## src/design/raster_conv3x3_zero_pad_macros.svh

```systemverilog
// Assertion macros shared by the 3x3 raster filter.
// Needs nothing else; the user supplies clock, active-low reset and the message.
`ifndef RASTER_CONV3X3_ZERO_PAD_MACROS_SVH
`define RASTER_CONV3X3_ZERO_PAD_MACROS_SVH

// Consequent must hold in the same cycle as the antecedent.
`define RC3_ASSERT_SAME(label, clk, rstn, ante, cons, msg) \
    label: assert property (@(posedge clk) disable iff (!(rstn)) (ante) |-> (cons)) \
        else $error(msg);

// Consequent must hold in the cycle after the antecedent.
`define RC3_ASSERT_NEXT(label, clk, rstn, ante, cons, msg) \
    label: assert property (@(posedge clk) disable iff (!(rstn)) (ante) |=> (cons)) \
        else $error(msg);

`endif

```

## src/design/rc3_pkg.sv

```systemverilog
`timescale 1ns / 1ps
// Types, constants and register codes of the 3x3 raster filter.
// Depends on nothing; every module of the block imports it.
package rc3_pkg;

    localparam int PIXEL_WIDTH  = 16;
    localparam int COEF_WIDTH   = 16;
    localparam int COEF_FRAC    = 12;
    localparam int PROD_W       = PIXEL_WIDTH + COEF_WIDTH;
    localparam int ROW_SUM_W    = PROD_W + 2;
    localparam int ACC_W        = PROD_W + 4;

    localparam int MAX_ROWS_DEF = 1024;
    localparam int MAX_COLS_DEF = 1024;

    localparam int SIZE_W       = 11;
    localparam int SIZE_RESET   = 1024;
    localparam int WEIGHT_W     = 3 * COEF_WIDTH;
    localparam int CFG_DATA_W   = WEIGHT_W;
    localparam int CFG_IDX_W    = 3;

    localparam logic [WEIGHT_W-1:0] WEIGHT_LEFT_RESET   = '0;
    localparam logic [WEIGHT_W-1:0] WEIGHT_CENTER_RESET = 48'h0000_1000_0000;
    localparam logic [WEIGHT_W-1:0] WEIGHT_RIGHT_RESET  = '0;

    localparam int ROW_FIELD_W  = 10;
    localparam int COL_FIELD_W  = 10;

    localparam int FIFO_DEPTH   = 8;

    typedef enum logic [CFG_IDX_W-1:0] {
        CFG_COL_COUNT      = 3'd0,
        CFG_ROW_COUNT      = 3'd1,
        CFG_WEIGHTS_LEFT   = 3'd2,
        CFG_WEIGHTS_CENTER = 3'd3,
        CFG_WEIGHTS_RIGHT  = 3'd4
    } cfg_reg_t;

    typedef enum logic {
        REQ_LOAD  = 1'b0,
        REQ_DRAIN = 1'b1
    } req_kind_t;

    typedef logic signed [PIXEL_WIDTH-1:0] pixel_t;
    typedef logic signed [COEF_WIDTH-1:0]  coef_t;
    typedef pixel_t     [2:0] pixel_row_t;
    typedef pixel_row_t [2:0] window_t;
    typedef coef_t      [2:0] coef_row_t;
    typedef coef_row_t  [2:0] coef_grid_t;

    typedef struct packed {
        logic [0:0] req_type;
        pixel_t     pixel;
    } in_beat_t;

    typedef struct packed {
        pixel_t                 value;
        logic [ROW_FIELD_W-1:0] row;
        logic [COL_FIELD_W-1:0] col;
        logic                   last;
    } out_beat_t;

    // One line-store entry: the two previous columns at one row.
    typedef struct packed {
        pixel_t older;
        pixel_t prev;
    } entry_t;

    // Position and border flags of the output that an item releases.
    typedef struct packed {
        logic [ROW_FIELD_W-1:0] row;
        logic [COL_FIELD_W-1:0] col;
        logic                   last;
        logic                   up_ok;
        logic                   down_ok;
        logic                   left_ok;
        logic                   right_ok;
    } meta_t;

    typedef struct packed {
        logic   valid;
        logic   result;
        pixel_t px;
    } store_req_t;

endpackage

```

## src/design/rc3_out_fifo.sv

```systemverilog
`timescale 1ns / 1ps
// Small result queue that decouples the filter pipeline from the output beat.
// Depends on rc3_pkg; overflow is prevented by the credit count at the top level.
module rc3_out_fifo (
    input  logic               aclk,
    input  logic               aresetn,
    input  logic               push_i,
    input  rc3_pkg::out_beat_t push_data_i,
    input  logic               pop_i,
    output logic               valid_o,
    output rc3_pkg::out_beat_t data_o
);
    import rc3_pkg::*;

    localparam int PTR_W = $clog2(FIFO_DEPTH);
    localparam int CNT_W = $clog2(FIFO_DEPTH + 1);

    out_beat_t         fifo_q [FIFO_DEPTH];
    logic [PTR_W-1:0]  wr_ptr_reg;
    logic [PTR_W-1:0]  rd_ptr_reg;
    logic [CNT_W-1:0]  count_reg;
    logic [CNT_W-1:0]  count_next;

    always_ff @(posedge aclk) begin
        if (push_i) begin
            fifo_q[wr_ptr_reg] <= push_data_i;
        end
    end

    always_comb begin
        unique case ({push_i, pop_i})
            2'b10:   count_next = count_reg + CNT_W'(1);
            2'b01:   count_next = count_reg - CNT_W'(1);
            default: count_next = count_reg;
        endcase
    end

    always_ff @(posedge aclk) begin
        if (!aresetn) begin
            wr_ptr_reg <= '0;
            rd_ptr_reg <= '0;
            count_reg  <= '0;
        end else begin
            if (push_i) begin
                wr_ptr_reg <= wr_ptr_reg + PTR_W'(1);
            end
            if (pop_i) begin
                rd_ptr_reg <= rd_ptr_reg + PTR_W'(1);
            end
            count_reg <= count_next;
        end
    end

    assign valid_o = count_reg != '0;
    assign data_o  = fifo_q[rd_ptr_reg];

endmodule

```

## config.mk

```make
export PLATFORM = sky130hd
export DESIGN_NAME = rc3_out_fifo
export DESIGN_NICKNAME = d
export VERILOG_FILES = /design/src/design/raster_conv3x3_zero_pad_macros.svh /design/src/design/rc3_pkg.sv /design/src/design/rc3_out_fifo.sv
export SDC_FILE = /design/constraint.sdc
export NUM_CORES = 1
export LEC_CHECK = 0
export BUFFER_PORTS_ARGS = -buffer_cell sky130_fd_sc_hd__buf_2
export CORE_UTILIZATION = 40
export CTS_BUF_LIST = sky130_fd_sc_hd__clkbuf_8 sky130_fd_sc_hd__clkbuf_16
export DETAILED_ROUTE_END_ITERATION = 6
export GPL_ROUTABILITY_DRIVEN = 1
export PLACE_DENSITY = 0.56
export SYNTH_ARGS = -nofsm -noshare
export SYNTH_HDL_FRONTEND = slang
export SYNTH_SLANG_ARGS = --single-unit
```

## constraint.sdc

```tcl
create_clock -name aclk -period 5.4 [get_ports aclk]
set_input_delay 1.08 -clock aclk [delete_from_list [all_inputs] [get_ports aclk]]
set_output_delay 1.08 -clock aclk [all_outputs]
set_load 0.02 [all_outputs]
```

# Word-level counts from Yosys, hierarchy flattened
# Memories as Yosys holds them, arrays and structs flattened. A register that Yosys moved wholly into a read port is not among the register bits.
# Cells that the tools add are included.
totals:
  ff_bits: 10
  latchBits: 0
  mem_bits_rw: 296
  rom_bits: 0
  inputBits: 41
  output_inout_bits: 38
  word_cells: 17
  n_memories: 1
op_classes:
  add_sub_neg: 4
  n_mul: 0
  div: 0
  n_lt_le_gt_ge: 0
  n_eq_ne: 2
  n_shift: 0
  mux: 5
  bitwise_logic: 0
  reduce_logical: 2
memory_table:
  columns: ["memory", "depth", "width", "rd", "rd_clocked_by_memory_dff", "write_ports", "line_no", "rtl"]
  rows:
  - ["fifo_q", 8, 37, 1, 1, 1, "rc3_out_fifo.sv:18", "out_beat_t fifo_q [FIFO_DEPTH];"]
ops:
  columns: ["op", "count"]
  rows:
  - ["$pmux W4 S2", 1]
  - ["$add A3 B1 Y3 const B", 2]
  - ["$mux W3", 2]
  - ["$add A4 B1 Y4 const B", 1]
  - ["$reduce_bool A4 Y1", 1]
  - ["$sub A4 B1 Y4 const B", 1]
  - ["$eq A2 B1 Y1 const B", 1]
  - ["$eq A2 B2 Y1 const B", 1]
  - ["$mux W1", 2]
  - ["$reduce_bool A2 Y1", 1]

# Logic depth before layout (Yosys ltp)
depth:
  word_depth: 3
  depth_mapped: 8
  mapped_depth_nobuf: 8

# Worst setup path after synthesis
# Ideal clock, no wire load.
synth_path:
  kind: "input to register"
  start: "input port push_i"
  end: "memory fifo_q[0][0] in the netlist's numbering (enable)"
  setup_time_ps: 477
  arrival_ps: 3716
  t_required_ps: 4923
  setup_slack_ps: 1207
  stages: 2
  path_buffers: 0
  path_cell_list: "nand2b_1 nor3_1"
synth_via:
  elab_chain_cells: 2
synth_lines:
  columns: ["item", "line_no", "rtl"]
  rows:
  - ["start: declaration", "rc3_out_fifo.sv:7", "input logic push_i,"]
  - ["$mux W1", "rc3_out_fifo.sv:25", "if (push_i) begin"]
  - ["$mux W1 (implied by the code)", "rc3_out_fifo.sv:26", "fifo_q[wr_ptr_reg] <= push_data_i;"]
  - ["end: declaration", "rc3_out_fifo.sv:18", null]
# Every way passes these cells.

==> results by group <==
Worst setup path
  – Crit-path slowest cell: dfxtp_4
  – Critical path class: reg -> out
  – Crit-path max FO: 39
  – Cells on worst reg2reg path: 3
  – Worst path depth: 4
  – Worst Setup Start Kind: flop
  – Crit path cell chain: buf_12 -> mux4_2 -> mux2_2 -> buf_2
  – Count of buffer and inverter cells on the critical path: 2
  – Max incr delay on CP: 910 ps
  – Required time of the critical path: 4320 ps
  – Worst setup EP type: output port
  – CP arrival: roughly 2800 ps
  – Top delay family on crit path: flip-flops

Yosys
  – Synth top area share: around three quarters
  – Mapped Cells: roughly 500
  – Post-synthesis sequential area ratio: 77.8%
  – Synth area leader: edfxtp_1
  – Mapped Area: 11800 µm²
  – #FFs+latches synth: between 300 and 400
  – Post-synth EDFFs: 296
  – Synth top area cells: edfxtp_1 76%, mux4_2 14%, mux2_2 3.6%
  – Fraction of registers with async set/reset: 0%
  – Ys flop type: edfxtp_1
  – Number of library cell types mapped by synthesis: 28
  – Mapped Avg Cell Area: approximately 24 µm²
  – Mapped Nets: between 500 and 600
  – YS warnings: 0

Timing
  – Period utilization: 72.7%
  – Slew of the pin with the lowest slew margin: 1110 ps
  – Setup violators final: 0
  – Min cycle time layout: roughly 3900 ps
  – Fin Clk Skew: 9.45 ps
  – Pins over their slew limit: 0
  – Setup repair after global routing missed its margin: false
  – Rel. slew slack: roughly a quarter
  – Fmax: approximately 250 MHz
  – Setup TNS Final: 0 ps
  – Final Hold Viols: 0

Drt
  – Vias per Instance: approximately 5.2
  – WL/cell: 22.6 µm
  – Initial DRC count: approximately 340
  – Final wirelength: around 23 mm
  – Via count: 5213
  – DRT antenna net count: 0
  – Drc violations: 0
  – DR pass1 iterations: 4

Floorplan
  – Die H: between 150 and 200 µm
  – Chip width: about 170 µm
  – Core Area: about 29000 µm²
  – I/O pin cnt: 79
  – Die area: between 30000 and 40000 µm²
  – Initial Util: between 40% and 50%
  – Cell Rows: 62

Global routing
  – First-pass GRT wire length: between 30 and 40 mm
  – All-Layer GR Usage: around 16%
  – Initial antenna violation count: 2
  – Largest net degree at the start of global routing: 75
  – Number of global-route vias before repair: roughly 5700
  – Total gr overflow: 0

Cells and area
  – Area growth syn-to-layout: 16.1%
  – Layout cells sized above 1: 41.1%
  – Max reg flops: roughly 300
  – Final core occ: 47.4%
  – Final nets: between 600 and 700

Clock tree
  – Clock Path Buffers: 3
  – Post-CTS Setup Bufs: 0
  – CTS Root Cell: clkbuf_16
  – Htree depth: 2
  – CTS resizes: 0
  – Clock Latency Late Sink: a little under 500 ps
  – TritonCTS Sinks: slightly above 300
  – Clock transition at path regs: approximately 60 ps
  – Inserted Clock Buffers: 34
  – Hold_buf cts: 0
  – CTS tree: built

Outcome
  – Status: finished, final reports clean

Worst hold path
  – Path type of the worst min-delay path: reg -> reg
  – Worst hold stages: 2

Pwr
  – Pwr dens: just under 400 nW/µm²
  – Tot Pwr: 5.26 mW
  – Peak VDD IR: between 0.00015 and 0.0002 V
  – Leakage: 4.39 nW

Placed design
  – Dpl hpwl: 12.4 mm
  – Port Buf Inserts: 78
  – RePlAce Congestion: between 0.6 and 0.7

Run
  – Max Cap Viol: 0
[Yosys cell counts, drive strengths merged (3+ instances only)]
cell type / n
nor3: 3
and2: 6
clkbuf: 6
nand2: 6
mux2: 38
edfxtp: 296
dfxtp: 13
nand2b: 4
xor2: 4
mux2i: 4
xnor2: 3
nor2b: 3
ha: 5
buf: 16
mux4: 74
nor2: 6
[per-stage QoR]
| stage | hold WS, ps | setup WS (ps) | cells | cell area, µm² |
|---|---|---|---|---|
| 2_1_floorplan | 437 | 1210 | 496 | 11800 |
| 3_3_place_gp | 451 | 1920 | 947 | 12600 |
| 3_5_place_dp | 473 | 1910 | 947 | 12600 |
| 4_1_cts | 480 | 1370 | 1005 | 13600 |
| 5_1_grt | 504 | 1290 | 1005 | 13600 |
| 6_report | 473 | 1480 | 1006 | 13600 |
[where the power goes]
group	switching [mW]	internal, mW	total, mW	leakage (nW)
Clock	0.858	1.21	2.07	0.516
Sequential	0.0614	2.69	2.76	2.80
Combinational	0.222	0.211	0.434	1.07
Total	1.14	4.12	5.26	4.39
[metal layers]
metal,global-route usage (%),wire length (µm),vias to the layer above
li1,-,-,2302
met1,20.4,9760,2773
met2,26.9,11600,109
met4,3.83,297,2
met5,0,12,-
met3,3.29,1010,27
[kinds of logic after synthesis]
| logic type | synth area share [%] |
|---|---|
| and+or+nand+nor | 1.39 |
| muxes | 18.2 |
| adders and majority gates | 0.532 |
| AOI/OAI and AO/OA | 0.298 |
| xor gates and xnor gates | 0.522 |
| DFF | 77.8 |
| buffers and inverters | 1.25 |
[layout by cell type (no fill, tap or decap), types with 2 or more instances in the layout]
master     netlist  routed
edfxtp_1       296     296
buf_2            5      78
mux4_2          74      74
mux2_2          38      38
clkbuf_16        0      35
clkinv_1         0      10
dfxtp_1         13      10
buf_4            0      10
nand2_1          6       6
nor2_4           0       6
inv_1            1       6
and2_1           6       6
clkinv_2         0       6
ha_1             5       5
xor2_1           4       4
nand2b_1         4       4
mux2i_1          4       4
xnor2_1          3       3
nor2b_1          3       3
nor3_2           0       2
dfxtp_4          0       2
[worst paths after layout]
kind                   end           from  slack, ps
max              data_o[1]           flop       1480
min           count_reg[3]   count_reg[3]        470
max reg2reg  fifo_q[2][11]  wr_ptr_reg[2]       3140
min reg2reg   count_reg[3]   count_reg[3]        470
[worst min-delay path: cells and delay by family (launching register included)]
| kind | cells | cell delay, ps |
|---|---|---|
| DFF | 1 | 320 |
| muxes | 1 | 50 |
| and+or+nand+nor | 1 | 50 |
[layout make-up]
cell class | instances | area [µm²]
diodes | 1 | 2.50
clock buffers | 35 | 876
clock inverters | 23 | 125
fillers | 2377 | 15100
inverters | 1 | 3.75
multi-input cells | 164 | 2510
flip-flops and latches | 309 | 9160
well taps | 384 | 480
repair buffers | 89 | 485
No activity file was read; power rests on OpenSTA's default activity.
